File: config.mk
export PLATFORM = sky130hd
export DESIGN_NAME = speck128_128_block_cipher_unit
export DESIGN_NICKNAME = d
export VERILOG_FILES = /design/src/hdl/spk_pkg.sv /design/src/hdl/speck128_128_block_cipher_unit.sv /design/src/hdl/spk_ctrl.sv /design/src/hdl/spk_dp.sv
export SDC_FILE = /design/constraint.sdc
export NUM_CORES = 2
export LEC_CHECK = 0
export BUFFER_PORTS_ARGS = -buffer_cell sky130_fd_sc_hd__buf_2
export CORE_MARGIN = 3
export CORE_UTILIZATION = 67
export DETAILED_ROUTE_END_ITERATION = 10
export HOLD_SLACK_MARGIN = 0.12
export PLACE_DENSITY = 0.85
export SYNTH_ARGS = -nofsm -noshare
export SYNTH_HDL_FRONTEND = slang
export SYNTH_HIERARCHICAL = 1
export SYNTH_SLANG_ARGS = --single-unit
File: constraint.sdc
create_clock -name clk -period 10.8 [get_ports clk]
set_clock_uncertainty 0.1 [all_clocks]
set_input_delay 3.24 -clock clk [delete_from_list [all_inputs] [get_ports clk]]
set_output_delay 3.24 -clock clk [all_outputs]
set_load 0.01 [all_outputs]
File: src/hdl/spk_pkg.sv
`default_nettype none
package spk_pkg;

  localparam int WORD_W      = 64;
  localparam int STORE_DEPTH = 32;
  localparam int KIDX_W      = $clog2(STORE_DEPTH);
  localparam int ADDR_W      = 4;

  typedef enum logic [1:0] {
    ST_IDLE,
    ST_EXPAND,
    ST_LOAD,
    ST_ROUND
  } spk_state_t;

  typedef struct packed {
    logic              load_item;
    logic              key_init;
    logic              key_step;
    logic              round_step;
    logic              op;
    logic [KIDX_W-1:0] kaddr;
    logic              done;
  } spk_cmd_t;

endpackage
`default_nettype wire

File: src/hdl/speck128_128_block_cipher_unit.sv
`default_nettype none
// Channel   Handshake                 Payload
// input     start / busy              in_op, in_block_word0, in_block_word1
// result    out_valid (strobe)        out_result_word0, out_result_word1
// config    psel/penable/pwrite/pready paddr, pwdata, prdata (keys at 0x0, 0x8)
//
// After acceptance a block first spends a load step on the first round key read,
// then runs one round per cycle through the single round unit, fed from the
// registered read port of the round key store.
// The first block after reset or a key write first expands the round keys,
// one key written to the store per cycle.
// Reset clears the key registers and marks the round keys stale; busy stays high
// until the result is shown, and the result lasts one cycle with no stall.
module speck128_128_block_cipher_unit #(
  parameter int ROUNDS = 32
) (
  input  wire logic                         clk,
  input  wire logic                         rst_n,
  input  wire logic                         start,
  output logic                              busy,
  input  wire logic                         in_op,
  input  wire logic [spk_pkg::WORD_W-1:0]   in_block_word0,
  input  wire logic [spk_pkg::WORD_W-1:0]   in_block_word1,
  output logic                              out_valid,
  output logic [spk_pkg::WORD_W-1:0]        out_result_word0,
  output logic [spk_pkg::WORD_W-1:0]        out_result_word1,
  input  wire logic                         psel,
  input  wire logic                         penable,
  input  wire logic                         pwrite,
  input  wire logic [spk_pkg::ADDR_W-1:0]   paddr,
  input  wire logic [spk_pkg::WORD_W-1:0]   pwdata,
  output logic [spk_pkg::WORD_W-1:0]        prdata,
  output logic                              pready
);
  import spk_pkg::*;

  logic [WORD_W-1:0] key_word0_r;
  logic [WORD_W-1:0] key_word1_r;
  logic              key_write;
  spk_cmd_t          cmd;

  assign pready    = 1'b1;
  assign key_write = psel && penable && pwrite && pready;
  assign prdata    = paddr[3] ? key_word1_r : key_word0_r;

  always_ff @(posedge clk) begin
    if (!rst_n) begin
      key_word0_r <= '0;
      key_word1_r <= '0;
    end else if (key_write) begin
      if (paddr[3]) begin
        key_word1_r <= pwdata;
      end else begin
        key_word0_r <= pwdata;
      end
    end
  end

  spk_ctrl #(
    .ROUNDS(ROUNDS)
  ) u_ctrl (
    .clk      (clk),
    .rst_n    (rst_n),
    .start    (start),
    .in_op    (in_op),
    .key_write(key_write),
    .busy     (busy),
    .cmd      (cmd)
  );

  spk_dp u_dp (
    .clk      (clk),
    .rst_n    (rst_n),
    .cmd      (cmd),
    .key_word0(key_word0_r),
    .key_word1(key_word1_r),
    .in_word0 (in_block_word0),
    .in_word1 (in_block_word1),
    .out_valid(out_valid),
    .out_word0(out_result_word0),
    .out_word1(out_result_word1)
  );

  a_result_when_idle: assert property (@(posedge clk) disable iff (!rst_n)
    out_valid |-> !busy)
    else $error("result strobe while still busy");

  a_accept_goes_busy: assert property (@(posedge clk) disable iff (!rst_n)
    (start && !busy) |=> busy)
    else $error("accepted word did not make the unit busy");

  a_single_strobe: assert property (@(posedge clk) disable iff (!rst_n)
    out_valid |=> !out_valid)
    else $error("result strobe longer than one cycle");

  a_no_strobe_on_accept: assert property (@(posedge clk) disable iff (!rst_n)
    (start && !busy) |=> !out_valid)
    else $error("result strobe right after acceptance");

endmodule
`default_nettype wire

File: src/hdl/spk_ctrl.sv
`default_nettype none
module spk_ctrl #(
  parameter int ROUNDS = 32
) (
  input  wire logic              clk,
  input  wire logic              rst_n,
  input  wire logic              start,
  input  wire logic              in_op,
  input  wire logic              key_write,
  output logic                   busy,
  output spk_pkg::spk_cmd_t      cmd
);
  import spk_pkg::*;

  localparam logic [KIDX_W-1:0] LAST = KIDX_W'(ROUNDS - 1);

  spk_state_t        state_r, state_nxt;
  logic [KIDX_W-1:0] cnt_r, cnt_nxt;
  logic              op_r, op_nxt;
  logic              keys_ready_r, keys_ready_nxt;
  logic [KIDX_W-1:0] step_idx;

  always_ff @(posedge clk) begin
    if (!rst_n) begin
      state_r      <= ST_IDLE;
      cnt_r        <= '0;
      op_r         <= 1'b0;
      keys_ready_r <= 1'b0;
    end else begin
      state_r      <= state_nxt;
      cnt_r        <= cnt_nxt;
      op_r         <= op_nxt;
      keys_ready_r <= keys_ready_nxt;
    end
  end

  always_comb begin
    state_nxt      = state_r;
    cnt_nxt        = cnt_r;
    op_nxt         = op_r;
    keys_ready_nxt = keys_ready_r && !key_write;
    busy           = 1'b1;
    step_idx       = '0;
    cmd            = '0;
    cmd.op         = op_r;
    unique case (state_r)
      ST_IDLE: begin
        busy = 1'b0;
        if (start) begin
          cmd.load_item = 1'b1;
          op_nxt        = in_op;
          cnt_nxt       = '0;
          if (keys_ready_r) begin
            state_nxt = ST_LOAD;
          end else begin
            cmd.key_init = 1'b1;
            state_nxt    = ST_EXPAND;
          end
        end
      end
      ST_EXPAND: begin
        cmd.key_step = 1'b1;
        cmd.kaddr    = cnt_r;
        if (cnt_r == LAST) begin
          keys_ready_nxt = 1'b1;
          cnt_nxt        = '0;
          state_nxt      = ST_LOAD;
        end else begin
          cnt_nxt = cnt_r + 1'b1;
        end
      end
      ST_LOAD: begin
        step_idx  = '0;
        cmd.kaddr = op_r ? (LAST - step_idx) : step_idx;
        state_nxt = ST_ROUND;
      end
      ST_ROUND: begin
        cmd.round_step = 1'b1;
        step_idx       = cnt_r + 1'b1;
        cmd.kaddr      = op_r ? (LAST - step_idx) : step_idx;
        if (cnt_r == LAST) begin
          cmd.done  = 1'b1;
          cnt_nxt   = '0;
          state_nxt = ST_IDLE;
        end else begin
          cnt_nxt = cnt_r + 1'b1;
        end
      end
      default: begin
        state_nxt = ST_IDLE;
      end
    endcase
  end

endmodule
`default_nettype wire

File: src/hdl/spk_dp.sv
`default_nettype none
module spk_dp (
  input  wire logic                        clk,
  input  wire logic                        rst_n,
  input  wire spk_pkg::spk_cmd_t           cmd,
  input  wire logic [spk_pkg::WORD_W-1:0]  key_word0,
  input  wire logic [spk_pkg::WORD_W-1:0]  key_word1,
  input  wire logic [spk_pkg::WORD_W-1:0]  in_word0,
  input  wire logic [spk_pkg::WORD_W-1:0]  in_word1,
  output logic                             out_valid,
  output logic [spk_pkg::WORD_W-1:0]       out_word0,
  output logic [spk_pkg::WORD_W-1:0]       out_word1
);
  import spk_pkg::*;

  logic [WORD_W-1:0] rk_mem [STORE_DEPTH];
  logic [WORD_W-1:0] rk_rd_r;
  logic [WORD_W-1:0] sched_r, sched_nxt;
  logic [WORD_W-1:0] rk_r, rk_nxt;
  logic [WORD_W-1:0] x_r, x_nxt;
  logic [WORD_W-1:0] y_r, y_nxt;
  logic [WORD_W-1:0] enc_x, enc_y, dec_x, dec_y, dec_t;
  logic              valid_r;

  always_ff @(posedge clk) begin
    if (cmd.key_step) begin
      rk_mem[cmd.kaddr] <= rk_r;
    end
    rk_rd_r <= rk_mem[cmd.kaddr];
  end

  always_comb begin
    sched_nxt = (rk_r + {sched_r[7:0], sched_r[WORD_W-1:8]})
                ^ {{(WORD_W-KIDX_W){1'b0}}, cmd.kaddr};
    rk_nxt    = {rk_r[WORD_W-4:0], rk_r[WORD_W-1:WORD_W-3]} ^ sched_nxt;
  end

  always_comb begin
    enc_x = ({x_r[7:0], x_r[WORD_W-1:8]} + y_r) ^ rk_rd_r;
    enc_y = {y_r[WORD_W-4:0], y_r[WORD_W-1:WORD_W-3]} ^ enc_x;
    dec_t = x_r ^ y_r;
    dec_y = {dec_t[2:0], dec_t[WORD_W-1:3]};
    dec_t = (x_r ^ rk_rd_r) - dec_y;
    dec_x = {dec_t[WORD_W-9:0], dec_t[WORD_W-1:WORD_W-8]};
  end

  always_comb begin
    x_nxt = x_r;
    y_nxt = y_r;
    priority if (cmd.load_item) begin
      x_nxt = in_word0;
      y_nxt = in_word1;
    end else if (cmd.round_step) begin
      x_nxt = cmd.op ? dec_x : enc_x;
      y_nxt = cmd.op ? dec_y : enc_y;
    end
  end

  always_ff @(posedge clk) begin
    x_r <= x_nxt;
    y_r <= y_nxt;
    if (cmd.key_init) begin
      sched_r <= key_word0;
      rk_r    <= key_word1;
    end else if (cmd.key_step) begin
      sched_r <= sched_nxt;
      rk_r    <= rk_nxt;
    end
  end

  always_ff @(posedge clk) begin
    if (!rst_n) begin
      valid_r <= 1'b0;
    end else begin
      valid_r <= cmd.done;
    end
  end

  assign out_valid = valid_r;
  assign out_word0 = x_r;
  assign out_word1 = y_r;

endmodule
`default_nettype wire

## After elaboration in Yosys (flattened, before gate mapping)

Memories as Yosys holds them, arrays and structs flattened. A register that Yosys moved wholly into a read port is not among the register bits.
Index checks and enable logic that the tools add are counted.

| operators by class | value |
|---|---|
| equal/unequal tests | 7 |
| $add $sub $neg | 5 |
| muxes and demuxes | 33 |
| bitwise logic cells | 7 |
| reductions and logical operators | 15 |

Operators by type and width:

| cell | number |
|---|---|
| 2-to-1 mux 64 bit | 11 |
| XOR 64 bit | 5 |
| adder 64 bit | 2 |
| subtractor 64 bit | 1 |
| XOR 64 x 5 -> 64 bit | 1 |
| 2-to-1 mux 5 bit | 4 |
| one-hot mux 5 bit (3 select lines) | 1 |
| 2-to-1 mux 2 bit | 6 |
| one-hot mux 5 bit (2 select lines) | 1 |
| AND reduction 2 bit | 5 |
| 2-to-1 mux 1 bit | 9 |
| one-hot mux 2 bit (4 select lines) | 1 |
| nonzero test 2 bit | 3 |
| adder 5 x 1 -> 5 bit, second input constant | 1 |
| == test 5 bit, second input constant | 1 |
| subtractor 5 bit, first input constant | 1 |
| == test 2 bit, second input constant | 2 |
| != test 2 x 1 -> 1 bit, second input constant | 2 |
| logical AND 1 bit | 3 |
| AND reduction 3 bit | 1 |
| == test 2 x 1 -> 1 bit, second input constant | 1 |
| logical NOT 2 bit | 1 |
| != test 2 bit, second input constant | 1 |
| OR reduction 2 bit | 1 |
| other kinds (2) | 2 |

| word-level totals | value |
|---|---|
| input port bits | 203 |
| register bits | 394 |
| logic and storage cells | 79 |
| output and inout bits | 195 |
| memories kept | 1 |
| RAM bits | 2048 |

Memories:

| memory | depth | width | rd ports | clocked after Yosys merged registers in | wr ports | line | text |
|---|---|---|---|---|---|---|---|
| u_dp.rk_mem | 32 | 64 | 1 | 1 | 1 | spk_dp.sv:16 | `logic [WORD_W-1:0] rk_mem [STORE_DEPTH];` |

## Logic depth before layout (Yosys ltp)

| depth | value |
|---|---|
| depth in word-level cells | 8 |
| depth in mapped cells | 15 |
| depth with buffers taken out | 15 |

## By module

Netlist, hierarchy kept.

By module, submodules not included:

| module | cells an instance | seq. area each (um^2) | times used | area each (um^2) |
|---|---|---|---|---|
| spk_dp | 6146 | 70487.6 | 1 | 103246.5 |
| speck128_128_block_cipher_unit | 559 | 2562.5 | 1 | 5601.6 |
| spk_ctrl | 90 | 180.2 | 1 | 710.7 |

## Worst setup path before layout

Ideal clock, no wire load.

| timing path | value |
|---|---|
| path kind | input to output |
| start point | input port paddr[3] (netlist bit) |
| end point | output port prdata[10] (netlist bit) |
| arrival | 3.970 ns |
| required time | 7.460 ns |
| stages on the path | 3 |
| path slack | 3.490 ns |
| path through | buf_2 buf_4 mux2_1 |

| on the way | value |
|---|---|
| word-level cells in the longest chain between the ends | 1 |

RTL lines:

| item | line | text |
|---|---|---|
| start: declaration | speck128_128_block_cipher_unit.sv:30 | `input wire logic [spk_pkg::ADDR_W-1:0] paddr,` |
| 2-to-1 mux 64 bit | speck128_128_block_cipher_unit.sv:44 | `assign prdata = paddr[3] ? key_word1_r : key_word0_r;` |
| end: declaration | speck128_128_block_cipher_unit.sv:32 | `output logic [spk_pkg::WORD_W-1:0] prdata,` |

Every way passes these cells.

## Worst setup path in the final report

| timing path | value |
|---|---|
| start point | input port paddr[3] (netlist bit) |
| end point | output port prdata[18] (netlist bit) |

The elaborated chain is that of the path after synthesis.

==> impl_metrics.env <==
export IMPL_reg2reg_to="u_dp/rk_mem[23][18]$_DFFE_PP_"
export IMPL_drv_cap=4
export IMPL_clk_pin_slew_ns=0.06
export IMPL_timing_critical_path_to_type="output pin"
export IMPL_worstPathCellList="buf_2 > buf_4 > mux2_1 > buf_2"
export IMPL_syn_nets=7196
export IMPL_maxUsedRoutingLayer="met5"
export IMPL_overflow=0
export IMPL_power_density_nw_per_um2=331
export IMPL_die_y_um=410
export IMPL_syn_avg_cell_area_sq_um=16.1
export IMPL_r2r_setup_slack_ns=3.73
export IMPL_holdPathStages=2
export IMPL_io_buffer_count=393
export IMPL_hpwl_um=205000
export IMPL_relSlewSlack_pct=-6.97
export IMPL_layout_drive_gt1_share_pct=20.6
export IMPL_first_iter_violations=14700
export IMPL_clock_sinks=2506
export IMPL_post_cts_setup_buffer_count=0
export IMPL_crit_top_cell="buf_2"
export IMPL_die_area_sq_um=168000
export IMPL_firstDrtPassIters=9
export IMPL_ys_ff_latch=2506
export IMPL_hold_viol_final=0
export IMPL_grt_use_total_pct=43.9
export IMPL_ir_worst_vdd_mv=0.230
export IMPL_viasPerCell=7.73
export IMPL_cts_hold_buf=0
export IMPL_cts_buffers=229
export IMPL_start_kind="input pin"
export IMPL_r2r_cells=8
export IMPL_multi_input_area_sq_um=34700
export IMPL_slew_viol_final=139
export IMPL_grt_pass1_vias=71600
export IMPL_tightest_slew_ns=1.60
export IMPL_wire_per_inst_um=39.9
export IMPL_fp_row_count=147
export IMPL_fmax_ghz=0.122
export IMPL_fin_area_sq_um=122000
export IMPL_critical_path_class="input pin to output pin"
export IMPL_grt_pass1_wl_um=523000
export IMPL_synth_flop_cell="edfxtp_1"
export IMPL_post_route_period_util_pct=76.1
export IMPL_ant_nets=0
export IMPL_core_area_sq_um=161000
export IMPL_syn_area_sq_um=110000
export IMPL_met1_length_um=121000
export IMPL_async_reset_ff_share_pct=0
export IMPL_placed_area_sq_um=114000
export IMPL_rsz0062_at_grt="no"
export IMPL_clock_path_buffers=3
export IMPL_cpPeakStageDelay_ns=0.56
export IMPL_yosysWarnings=6
export IMPL_fin_setup_tns_ns=0
export IMPL_final_cell_mix="edfxtp_1, nand2_1, mux4_2"
export IMPL_post_route_drc_count=0
export IMPL_min_to="key_word0_r[57]$_SDFFE_PN0P_"
export IMPL_grt_max_degree=168
export IMPL_syn_to_final_growth_pct=11.0
export IMPL_start_util_pct=67.8
export IMPL_routed_wl_um=380000
export IMPL_synthDistinctLibCells=104
export IMPL_num_io_pins=398
export IMPL_path_max_fanout=34
export IMPL_p_leak_nw=40.7
export IMPL_regArea_sq_um=73200
export IMPL_final_common_cell="edfxtp_1"
export IMPL_crit_required_ns=7.46
export IMPL_violations="max-capacitance violations, max-slew violations"
export IMPL_cts_resized_gates=0
export IMPL_final_nets=7571
export IMPL_wl_met3_um=59400
export IMPL_hold_class="flop to flop"
export IMPL_cts_root_buf="clkbuf_16"
export IMPL_clk_latency_ns=0.88
export IMPL_r2r_start="u_ctrl/state_r[0]$_SDFFE_PN0P_"
export IMPL_vias=73700
export IMPL_synth_edf_count=2304
export IMPL_critPathLaunch="paddr[3]"
export IMPL_cts_tree="done"
export IMPL_slowest_stage="buf_2"
export IMPL_hp_start="key_word0_r[57]$_SDFFE_PN0P_"
export IMPL_place_congestion=0.973
export IMPL_status="complete, but fails checks"
export IMPL_finalSetupViolations=0
export IMPL_dieWidth_um=410
export IMPL_dr_wl_met2_um=170000
export IMPL_synth_seq_area_share_pct=66.8
export IMPL_netlist_instances=6795
export IMPL_cts_max_level=4
export IMPL_antenna_found_initial=21
export IMPL_fillers=8843
export IMPL_fin_crit_ns=8.22
export IMPL_cp_arrival_ns=4.88
## synthesized netlist by cell type (7+ instances only)
cell,n,area (sq um)
a211oi_1,47,353
a21boi_0,8,60.1
a21o_1,107,803
a21oi_1,307,1540
a221oi_1,8,70.1
a22oi_1,266,2000
a31oi_1,28,175
and2_1,13,81.3
and3_1,25,156
buf_1,53,199
buf_2,29,145
buf_4,9,67.6
buf_6,15,169
clkbuf_1,253,950
dfxtp_1,202,4040
edfxtp_1,2304,69200
ha_1,195,2440
inv_1,94,353
mux2_1,41,462
mux2_2,51,574
mux2i_1,142,1420
mux4_2,512,11500
nand2_1,513,1930
nand2b_1,26,163
nand3_1,52,260
nand4_1,108,676
nor2_1,216,811
nor2b_1,26,163
nor3_1,34,170
nor3b_1,7,52.6
nor4b_1,8,70.1
o2111ai_1,7,61.3
o211ai_1,22,165
o21a_1,36,270
o21ai_0,269,1350
o21ai_1,18,90.1
o21bai_1,47,353
o221ai_1,13,114
o22a_1,13,114
o22ai_1,10,62.6
o31ai_1,11,82.6
or2_2,7,43.8
or3_1,12,75.1
xnor2_1,269,2360
xor2_1,228,2000
## logic make-up after synthesis
| family | after synthesis | share of synthesized area [%] |
|---|---|---|
| DFF | 2506 | 66.8 |
| muxes | 746 | 12.8 |
| and+or+nand+nor | 1087 | 4.55 |
| buffers and inverters | 460 | 1.75 |
| xor gates and xnor gates | 501 | 4.05 |
| adders and majority gates | 198 | 2.28 |
| AOI/OAI and AO/OA | 1296 | 7.77 |
| other | 1 | 0.00342 |
## final cells by class
class | instances | area share [%]
flip-flops and latches | 2506 | 60.2
multi-input cells | 3829 | 28.6
well taps | 2160 | 2.22
diodes | 3 | 0.00617
inverters | 97 | 0.302
clock buffers | 288 | 5.11
clock inverters | 145 | 1.11
repair buffers | 507 | 2.47
## how the worst max path moves through the flow
stage,end,slack [ns],depth (start not counted)
detailed placement,prdata[28],2.58,4
global route,prdata[13],2.50,4
CTS,prdata[28],2.58,4
global placement,prdata[18],2.69,4
finish,prdata[18],2.58,4
floorplan,prdata[10],3.49,3
## worst max-delay path, delay by kind of cell
family                 cells  cell delay, ns
multiplexers               1            0.39
buffers and inverters      3            1.22
## flip-flops by register name, summed over array words and instances, names as in the netlist, 2 cells and up
| register | count |
|---|---|
| u_dp/rk_mem | 2048 |
| u_dp/out_word1 | 64 |
| u_dp/sched_r | 64 |
| u_dp/rk_r | 64 |
| key_word0_r | 64 |
| key_word1_r | 64 |
| u_dp/rk_rd_r | 64 |
| u_ctrl/state_r | 2 |
| u_dp/out_word0 | 64 |
| u_ctrl/cnt_r | 5 |
## metrics by stage
stage	utilization [%]	worst slack [ns]	power [mW]	std cells	hold slack, ns
after floorplan	-	3.49	25.1	6795	0.340
after global placement	70.5	2.69	30.5	9090	0.363
after detailed placement	70.5	2.58	30.8	9090	0.363
after CTS	75.2	2.58	39.4	9523	0.371
after global routing	75.3	2.50	41.5	9534	0.389
final	75.3	2.58	40.3	9535	0.373
## power breakdown
group / switching [mW] / leakage (nW) / internal (mW)
registers: 2.18 / 22.7 / 13.0
logic: 10.6 / 14.3 / 6.01
clock network: 3.87 / 3.69 / 4.61
## metal layers
layer  vias up  GRT usage, %
li1      27700             -
met1     35400          58.1
met2      8499          66.0
met3      2045          12.7
met4        18          25.1
met5         -         0.891
Note: power is estimated with default switching activity, not from simulation.
